<file path="src/design/euv_pkg.sv">
// Shared constants and types for the encoder unwrap and velocity block.
// No dependencies; compile first.
package euv_pkg;

    localparam int EUV_ANGLE_BITS = 12;
    localparam int ANGLE_SAMPLE_W = 12;
    localparam int INTERVAL_W     = 16;
    localparam int POSITION_W     = 32;
    localparam int SPEED_W        = 22;
    localparam int SCALE_W        = 10;
    localparam int SPEED_CALC_W   = 32;

    localparam logic [SCALE_W-1:0] SPEED_SCALE = SCALE_W'(1000);

    // Commands from the controller to the datapath
    typedef struct packed {
        logic accept;
        logic mul;
        logic div_step;
        logic load_out;
    } euv_cmd_t;

endpackage

</file>
<file path="src/design/euv_in_if.sv">
// Input channel: angle sample and interval with valid/ready.
// Depends on euv_pkg.
interface euv_in_if
    import euv_pkg::*;
();
    logic                      valid;
    logic                      ready;
    logic [ANGLE_SAMPLE_W-1:0] angle_sample;
    logic [INTERVAL_W-1:0]     interval_ms;

    modport source (output valid, output angle_sample, output interval_ms, input ready);
    modport sink (input valid, input angle_sample, input interval_ms, output ready);
endinterface

</file>
<file path="src/design/euv_out_if.sv">
// Output channel: angle echo, multi-turn position and speed with valid/ready.
// Depends on euv_pkg.
interface euv_out_if
    import euv_pkg::*;
();
    logic                         valid;
    logic                         ready;
    logic [ANGLE_SAMPLE_W-1:0]    angle_out;
    logic signed [POSITION_W-1:0] turn_position;
    logic signed [SPEED_W-1:0]    speed;

    modport source (output valid, output angle_out, output turn_position, output speed,
                    input ready);
    modport sink (input valid, input angle_out, input turn_position, input speed,
                  output ready);
endinterface

</file>
<file path="src/design/euv_ctrl.sv">
// Controller state machine: sequences accept, scale, divide and result load.
// Depends on euv_pkg.
module euv_ctrl
    import euv_pkg::*;
#(
    parameter int ANGLE_BITS = EUV_ANGLE_BITS
)(
    input  logic      clk,
    input  logic      rst_n,
    input  logic      in_valid,
    input  logic      out_ready,
    output logic      in_ready,
    output logic      out_valid,
    output euv_cmd_t  cmd
);

    localparam int DIV_STEPS = ANGLE_BITS + 1 + SCALE_W;
    localparam int CW        = $clog2(DIV_STEPS);

    localparam logic [1:0] ST_IDLE = 2'd0;
    localparam logic [1:0] ST_MUL  = 2'd1;
    localparam logic [1:0] ST_DIV  = 2'd2;
    localparam logic [1:0] ST_DONE = 2'd3;

    logic [1:0]    state_reg, state_next;
    logic [CW-1:0] count_reg, count_next;
    logic          out_valid_reg, out_valid_next;

    // Next state and commands
    always_comb
    begin
        state_next = state_reg;
        count_next = count_reg;
        cmd        = '0;
        in_ready   = 1'b0;
        unique case (state_reg)
            ST_IDLE:
            begin
                in_ready = 1'b1;
                if (in_valid)
                begin
                    cmd.accept = 1'b1;
                    state_next = ST_MUL;
                end
            end
            ST_MUL:
            begin
                cmd.mul    = 1'b1;
                count_next = '0;
                state_next = ST_DIV;
            end
            ST_DIV:
            begin
                cmd.div_step = 1'b1;
                count_next   = count_reg + CW'(1);
                if (count_reg == CW'(DIV_STEPS - 1))
                begin
                    state_next = ST_DONE;
                end
            end
            ST_DONE:
            begin
                // Load only when the output slot is free or being drained
                if (!out_valid_reg || out_ready)
                begin
                    cmd.load_out = 1'b1;
                    state_next   = ST_IDLE;
                end
            end
            default:
            begin
                state_next = ST_IDLE;
            end
        endcase
    end

    // Output word valid flag
    always_comb
    begin
        if (cmd.load_out)
        begin
            out_valid_next = 1'b1;
        end
        else if (out_ready)
        begin
            out_valid_next = 1'b0;
        end
        else
        begin
            out_valid_next = out_valid_reg;
        end
    end

    always_ff @(posedge clk or negedge rst_n)
    begin
        if (!rst_n)
        begin
            state_reg     <= ST_IDLE;
            count_reg     <= '0;
            out_valid_reg <= 1'b0;
        end
        else
        begin
            state_reg     <= state_next;
            count_reg     <= count_next;
            out_valid_reg <= out_valid_next;
        end
    end

    assign out_valid = out_valid_reg;

endmodule

</file>
<file path="src/design/euv_datapath.sv">
// Datapath: unwrap, position accumulate, scale by 1000 and serial divide.
// Depends on euv_pkg.
module euv_datapath
    import euv_pkg::*;
#(
    parameter int ANGLE_BITS = EUV_ANGLE_BITS
)(
    input  logic                         clk,
    input  logic                         rst_n,
    input  euv_cmd_t                     cmd,
    input  logic [ANGLE_SAMPLE_W-1:0]    angle_sample,
    input  logic [INTERVAL_W-1:0]        interval_ms,
    output logic [ANGLE_SAMPLE_W-1:0]    angle_out,
    output logic signed [POSITION_W-1:0] turn_position,
    output logic signed [SPEED_W-1:0]    speed
);

    localparam int DLW = ANGLE_BITS + 2;
    localparam int MW  = ANGLE_BITS + 1;
    localparam int DW  = MW + SCALE_W;

    localparam logic signed [DLW-1:0] FULL_TURN = DLW'(1) << ANGLE_BITS;
    localparam logic signed [DLW-1:0] HALF_TURN = DLW'(1) << (ANGLE_BITS - 1);

    logic [ANGLE_BITS-1:0]        last_sample_reg;
    logic [POSITION_W-1:0]        pos_reg;
    logic [ANGLE_BITS-1:0]        angle_reg;
    logic [INTERVAL_W-1:0]        interval_reg;
    logic signed [DLW-1:0]        delta_reg;
    logic [DW-1:0]                quo_reg, quo_next;
    logic [INTERVAL_W-1:0]        rem_reg, rem_next;
    logic [ANGLE_SAMPLE_W-1:0]    angle_out_reg;
    logic signed [POSITION_W-1:0] pos_out_reg;
    logic signed [SPEED_W-1:0]    speed_out_reg;

    logic [ANGLE_BITS-1:0]        cur;
    logic signed [DLW-1:0]        prev_s, cur_s, delta;
    logic signed [DLW-1:0]        abs_delta;
    logic [MW-1:0]                mag;
    logic [INTERVAL_W:0]          rem_sh;
    logic [INTERVAL_W+1:0]        trial;
    logic [SPEED_CALC_W-1:0]      q_ext, q_signed;

    // Unwrap the new sample against the previous one by the half-turn rule
    always_comb
    begin
        cur    = ANGLE_BITS'(angle_sample);
        prev_s = $signed({2'b00, last_sample_reg});
        cur_s  = $signed({2'b00, cur});
        if (prev_s > HALF_TURN && cur_s < prev_s - HALF_TURN)
        begin
            delta = FULL_TURN - prev_s + cur_s;
        end
        else if (cur_s > HALF_TURN && prev_s < cur_s - HALF_TURN)
        begin
            delta = cur_s - prev_s - FULL_TURN;
        end
        else
        begin
            delta = cur_s - prev_s;
        end
    end

    // Magnitude of the stored delta for the unsigned divide
    always_comb
    begin
        abs_delta = delta_reg[DLW-1] ? -delta_reg : delta_reg;
        mag       = MW'(abs_delta);
    end

    // Scale, then one restoring divide step per cycle
    always_comb
    begin
        rem_sh   = {rem_reg, quo_reg[DW-1]};
        trial    = {1'b0, rem_sh} - {2'b00, interval_reg};
        quo_next = quo_reg;
        rem_next = rem_reg;
        if (cmd.mul)
        begin
            quo_next = DW'(mag) * DW'(SPEED_SCALE);
            rem_next = '0;
        end
        else if (cmd.div_step)
        begin
            if (!trial[INTERVAL_W+1])
            begin
                rem_next = trial[INTERVAL_W-1:0];
                quo_next = {quo_reg[DW-2:0], 1'b1};
            end
            else
            begin
                rem_next = rem_sh[INTERVAL_W-1:0];
                quo_next = {quo_reg[DW-2:0], 1'b0};
            end
        end
    end

    // Restore the sign of the quotient
    always_comb
    begin
        q_ext    = SPEED_CALC_W'(quo_reg);
        q_signed = delta_reg[DLW-1] ? (SPEED_CALC_W'(0) - q_ext) : q_ext;
    end

    // Unwrap state, cleared by reset
    always_ff @(posedge clk or negedge rst_n)
    begin
        if (!rst_n)
        begin
            last_sample_reg <= '0;
            pos_reg         <= '0;
        end
        else if (cmd.accept)
        begin
            last_sample_reg <= cur;
            pos_reg         <= pos_reg + POSITION_W'(delta);
        end
    end

    // Working and output payload registers
    always_ff @(posedge clk)
    begin
        if (cmd.accept)
        begin
            angle_reg    <= cur;
            interval_reg <= interval_ms;
            delta_reg    <= delta;
        end
        quo_reg <= quo_next;
        rem_reg <= rem_next;
        if (cmd.load_out)
        begin
            angle_out_reg <= ANGLE_SAMPLE_W'(angle_reg);
            pos_out_reg   <= $signed(pos_reg);
            if (interval_reg == '0)
            begin
                speed_out_reg <= '0;
            end
            else
            begin
                speed_out_reg <= $signed(q_signed[SPEED_W-1:0]);
            end
        end
    end

    assign angle_out     = angle_out_reg;
    assign turn_position = pos_out_reg;
    assign speed         = speed_out_reg;

endmodule

</file>
<file path="src/design/encoder_unwrap_velocity.sv">
// Multi-turn unwrap of an absolute angle with a velocity estimate.
// Each input word is accepted, scaled, divided and loaded into the result register; a new
// word is not accepted until the result is loaded. The bit-serial restoring divider
// produces one quotient bit per cycle over ANGLE_BITS + 11 bits.
// Reset (rst_n low, asynchronous) clears the previous sample, the position and control.
// Depends on euv_pkg, euv_in_if, euv_out_if, euv_ctrl and euv_datapath.
module encoder_unwrap_velocity
    import euv_pkg::*;
#(
    parameter int ANGLE_BITS = EUV_ANGLE_BITS
)(
    input  logic     clk,
    input  logic     rst_n,
    euv_in_if.sink   samples,
    euv_out_if.source results
);

    euv_cmd_t cmd;

    euv_ctrl #(
        .ANGLE_BITS (ANGLE_BITS)
    ) u_ctrl (
        .clk       (clk),
        .rst_n     (rst_n),
        .in_valid  (samples.valid),
        .out_ready (results.ready),
        .in_ready  (samples.ready),
        .out_valid (results.valid),
        .cmd       (cmd)
    );

    euv_datapath #(
        .ANGLE_BITS (ANGLE_BITS)
    ) u_datapath (
        .clk           (clk),
        .rst_n         (rst_n),
        .cmd           (cmd),
        .angle_sample  (samples.angle_sample),
        .interval_ms   (samples.interval_ms),
        .angle_out     (results.angle_out),
        .turn_position (results.turn_position),
        .speed         (results.speed)
    );

    // Never overwrite a result word that has not been taken
    assert property (@(posedge clk) disable iff (!rst_n)
        cmd.load_out |-> (!results.valid || results.ready))
        else $error("result word overwritten while pending");

    // Accept only on a real input handshake
    assert property (@(posedge clk) disable iff (!rst_n)
        cmd.accept |-> (samples.valid && samples.ready))
        else $error("accept without handshake");

    // Stay busy after an accepted word
    assert property (@(posedge clk) disable iff (!rst_n)
        cmd.accept |=> !samples.ready)
        else $error("ready while an item is in progress");

endmodule
</file>
<file path="src/flat_wrapper.sv">
// flat-port wrapper written by rule: the top's interface ports become plain ports
module encoder_unwrap_velocity_flat import euv_pkg::*;
#(
    parameter int ANGLE_BITS = EUV_ANGLE_BITS
)
  (clk, rst_n, samples_valid, samples_angle_sample, samples_interval_ms, samples_ready, results_valid, results_angle_out, results_turn_position, results_speed, results_ready);
  euv_in_if samples_i ();
  euv_out_if results_i ();
  input  logic clk;
  input  logic rst_n;
  input wire logic [$bits(samples_i.valid)-1:0] samples_valid;
  input wire logic [$bits(samples_i.angle_sample)-1:0] samples_angle_sample;
  input wire logic [$bits(samples_i.interval_ms)-1:0] samples_interval_ms;
  output wire logic [$bits(samples_i.ready)-1:0] samples_ready;
  output wire logic [$bits(results_i.valid)-1:0] results_valid;
  output wire logic [$bits(results_i.angle_out)-1:0] results_angle_out;
  output wire logic [$bits(results_i.turn_position)-1:0] results_turn_position;
  output wire logic [$bits(results_i.speed)-1:0] results_speed;
  input wire logic [$bits(results_i.ready)-1:0] results_ready;
  assign samples_i.valid = samples_valid;
  assign samples_i.angle_sample = samples_angle_sample;
  assign samples_i.interval_ms = samples_interval_ms;
  assign samples_ready = samples_i.ready;
  assign results_valid = results_i.valid;
  assign results_angle_out = results_i.angle_out;
  assign results_turn_position = results_i.turn_position;
  assign results_speed = results_i.speed;
  assign results_i.ready = results_ready;
  encoder_unwrap_velocity #(.ANGLE_BITS(ANGLE_BITS)) u_core (.clk(clk), .rst_n(rst_n), .samples(samples_i), .results(results_i));
endmodule
</file>
<file path="config.mk">
export PLATFORM = sky130hd
export DESIGN_NAME = encoder_unwrap_velocity_flat
export DESIGN_NICKNAME = d
export VERILOG_FILES = /design/src/design/euv_pkg.sv /design/src/design/euv_in_if.sv /design/src/design/euv_out_if.sv /design/src/design/euv_ctrl.sv /design/src/design/euv_datapath.sv /design/src/design/encoder_unwrap_velocity.sv /design/src/flat_wrapper.sv
export SDC_FILE = /design/constraint.sdc
export NUM_CORES = 1
export LEC_CHECK = 0
export BUFFER_PORTS_ARGS = -buffer_cell sky130_fd_sc_hd__buf_2
export CAP_MARGIN = 20
export CORE_ASPECT_RATIO = 1.5
export CORE_UTILIZATION = 62
export DETAILED_ROUTE_END_ITERATION = 6
export MAX_ROUTING_LAYER = met4
export PLACE_DENSITY_LB_ADDON = 0.05
export SLEW_MARGIN = 10
export SYNTH_ARGS = -nofsm -noshare
export SYNTH_HDL_FRONTEND = slang
export SYNTH_HIERARCHICAL = 1
export SYNTH_SLANG_ARGS = --single-unit
</file>
<file path="constraint.sdc">
create_clock -name clk -period 5.8 [get_ports clk]
set_input_delay 0.29 -clock clk [delete_from_list [all_inputs] [get_ports clk]]
set_output_delay 0.29 -clock clk [all_outputs]
set_load 0.005 [all_outputs]
</file>
==> metrics.cfg <==
[status]
status = complete, but fails checks
violations = negative hold slack

[place]
gp_congestion = 0.9016
dp.cells = 1635
hpwl_um = 20660
port_buffers = 99

[synth]
synth_nets = 1482
synth_cell_type_count = 76
async_reset_ff_share_pct = 26.13
synth.yosys.seq_area_share_pct = 41.51
netlist_top_cells_area = sky130_fd_sc_hd__edfxtp_1 29%, sky130_fd_sc_hd__ha_1 12%, sky130_fd_sc_hd__dfrtp_1 9.8%
number_of_enable_flip_flop_cells_after_synthesis = 128
syn_inst = 1283
ys.warnings.count = 6
synthesized_area_divided_by_synthesized_cell_count_um2 = 10.38
yosysTopAreaCell = sky130_fd_sc_hd__edfxtp_1
commonest_register_cell_after_synthesis = sky130_fd_sc_hd__edfxtp_1
syn-cell-area_mm2 = 0.01331
synth_seq_cells = 199
post-synth-top-area-fraction_pct = 28.87

[floorplanning]
core_region_area_mm2 = 0.02106
dieArea_mm2 = 0.02207
fp-row-count = 65
floorplan.die.width_um = 121.6
io_pins = 100
initial_utilization_pct = 63.20
floorplan.die.height_um = 181.5

[layout]
fill_cell_instance_count_of_the_final_layout = 1638
drive_above_1_share_pct = 14.31
nNetsFinal = 1591
syn2layout_area_growth_pct = 11.38
layout_commonest_cell = sky130_fd_sc_hd__inv_1
post_route_utilization_pct = 70.39
most-common-layout-cells = 136 x sky130_fd_sc_hd__inv_1, 128 x sky130_fd_sc_hd__edfxtp_1, 127 x sky130_fd_sc_hd__ha_1
antenna-diode-count = 0
number_of_standard_cells_in_the_layout_taps_in_and_fillers_out = 1673

[clock_tree]
clock_sink_count = 199
clk_pin_slew_worst_paths_ns = 0.07
cts-htree-levels = 4
clk_latency_ns = 0.45
clockBufferDepth = 2
cts_tree = built
clock-root-buffer = sky130_fd_sc_hd__clkbuf_16
cts_made_buffers = 17

[worst_setup_path]
required_time_worst_endpoint_ns = 6.04
startpoint_type = flop
worst_path_largest_cell_delay_ns = 0.53
cp.arrival_ns = 5.74
critical_path_peak_fanout = 6
worstSetupPathType = reg2reg
crit_path_cell_trace = nor3_1, nand2b_1, or4_1, nand2_1, xnor2_1, fa_1, inv_1, fa_1, fa_1, fa_1, inv_1, ha_1, nand3_1, o31a_1, o21ai_0, mux2_2, o311ai_0
critPathMostFrequentCell = sky130_fd_sc_hd__fa_1
critPathSlowestCell = sky130_fd_sc_hd__fa_1
timing.critical_path.to_type = flop

[timing]
grt_setup_unrepaired = false
fin_worst_hold_slack_ns = -0.04027
setup_total_negative_slack_ns = 0
final-max-slew-violation-count = 0
final_min_period_over_clock_period_pct = 94.86
slew_headroom_pct = 30.58
fin_crit_ns = 5.502
clock_skew_ns = 0.01024
worst-slew-pin-transition_ns = 1.038
timing_hold_violations_final = 26
fmax_mhz = 181.8
finalSetupViolations = 0

[routing]
vias = 9799
routed_wl_um = 27660
detail_route.first_pass.iterations = 5
route.detailed.vias_per_inst = 5.857
detail_route.wl_per_cell_um = 16.53
met1_length_um = 10720
drt_first_iter_violations = 417
drcViolationCount = 0
met2_length_um = 15260
routed.top_layer = met4
drt.antenna.violating_nets = 0
met3_length_um = 762

[global_routing]
grt_first_pass_wirelength_um = 45960
groute.usage.overall_pct = 27.51
grt_pass1_vias = 9860
grt_antenna_before_repair = 0
grt_max_degree = 75
grt_overflow_total = 0

[flow_run]
drv_cap = 0

[hold_path]
min_path_type = in2async

-- cells by family after synthesis --
| kind of cell | synth area share [%] |
|---|---|
| flops | 41.51 |
| compound gates | 15.81 |
| simple gates | 11.39 |
| mux | 3.064 |
| fa+ha+maj | 17.95 |
| buf+inv | 4.813 |
| xor+xnor | 5.461 |
-- area by class of cell --
type | count | area, µm² | share of cell area, %
Multi-Input combinational cell | 915 | 7182 | 48.44
Sequential cell | 199 | 5525 | 37.27
Timing Repair Buffer | 122 | 680.7 | 4.591
Inverter | 137 | 514.2 | 3.468
Clock buffer | 17 | 425.4 | 2.869
Tap cell | 268 | 335.3 | 2.262
Clock inverter | 15 | 163.9 | 1.105
-- per-stage QoR --
stage          instance area, µm²  hold slack (ns)  worst slack [ns]
2_1_floorplan               13310        -0.005591            0.6040
3_3_place_gp                14150           0.4014            0.2317
3_5_place_dp                14150           0.4045           0.05400
4_1_cts                     14750        0.0007888           0.02352
5_1_grt                     14830         0.006720          0.004338
6_report                    14830         -0.04027            0.2980
-- worst paths after layout --
| kind | cells after the start | endpoint | slack, ns | from |
|---|---|---|---|---|
| worst min register to register | 0 | u_core/u_datapath/angle_out[5] | 0.42 | u_core/u_datapath/angle_reg[5] |
| worst min-delay path | 2 | u_core/u_datapath/last_sample_reg[2] | -0.04 | rst_n |
| max in group asynchronous | 2 | u_core/u_datapath/pos_reg[19] | 5.33 | rst_n |
| min in group clk | 1 | u_core/u_datapath/interval_reg[5] | 0.02 | samples_interval_ms[5] |
| worst max-delay path | 17 | u_core/u_datapath/quo_reg[19] | 0.30 | u_core/u_datapath/delta_reg[2] |
| worst max register to register | 17 | u_core/u_datapath/quo_reg[19] | 0.30 | u_core/u_datapath/delta_reg[2] |
-- synthesized netlist by cell type, drive strengths merged, types with 7 or more instances --
cell / instances
inv: 136
edfxtp: 128
ha: 127
nand2: 85
nor2: 85
o21ai: 84
a21oi: 57
xnor2: 53
dfrtp: 52
fa: 40
a21o: 32
nand3: 31
xor2: 30
clkbuf: 22
mux2: 22
a211oi: 21
nor3: 21
dfxtp: 19
nand2b: 18
mux2i: 16
o31ai: 16
nor4: 15
nor2b: 11
o21a: 11
or3: 11
buf: 10
and3: 9
o21bai: 9
a31oi: 7
-- critical path: cells and delay by family, from the launching register on --
kind	cells	cell delay (ns)
simple gates	5	1.08
mux	1	0.37
buf+inv	2	0.12
flops	1	0.44
xor+xnor	1	0.32
fa+ha+maj	5	2.34
compound gates	3	0.62
-- layer usage --
metal,up-vias,GRT usage (%)
li1,4841,-
met1,4713,28.76
met2,184,50.55
met3,61,3.863
met4,0,11.70
met5,-,-
-- what timing repair did --
item                                   in CTS  in global routing
setup endpoints to repair                   0                  8
gates resized for setup                     0                  6
hold buffers                                1                  4
setup buffers                               0                  1
endpoints found under the hold margin       1                  4
Power is left out: the tool's default activity adds up to more than one toggle a clock period on the data nets, which glitch-free logic cannot reach.
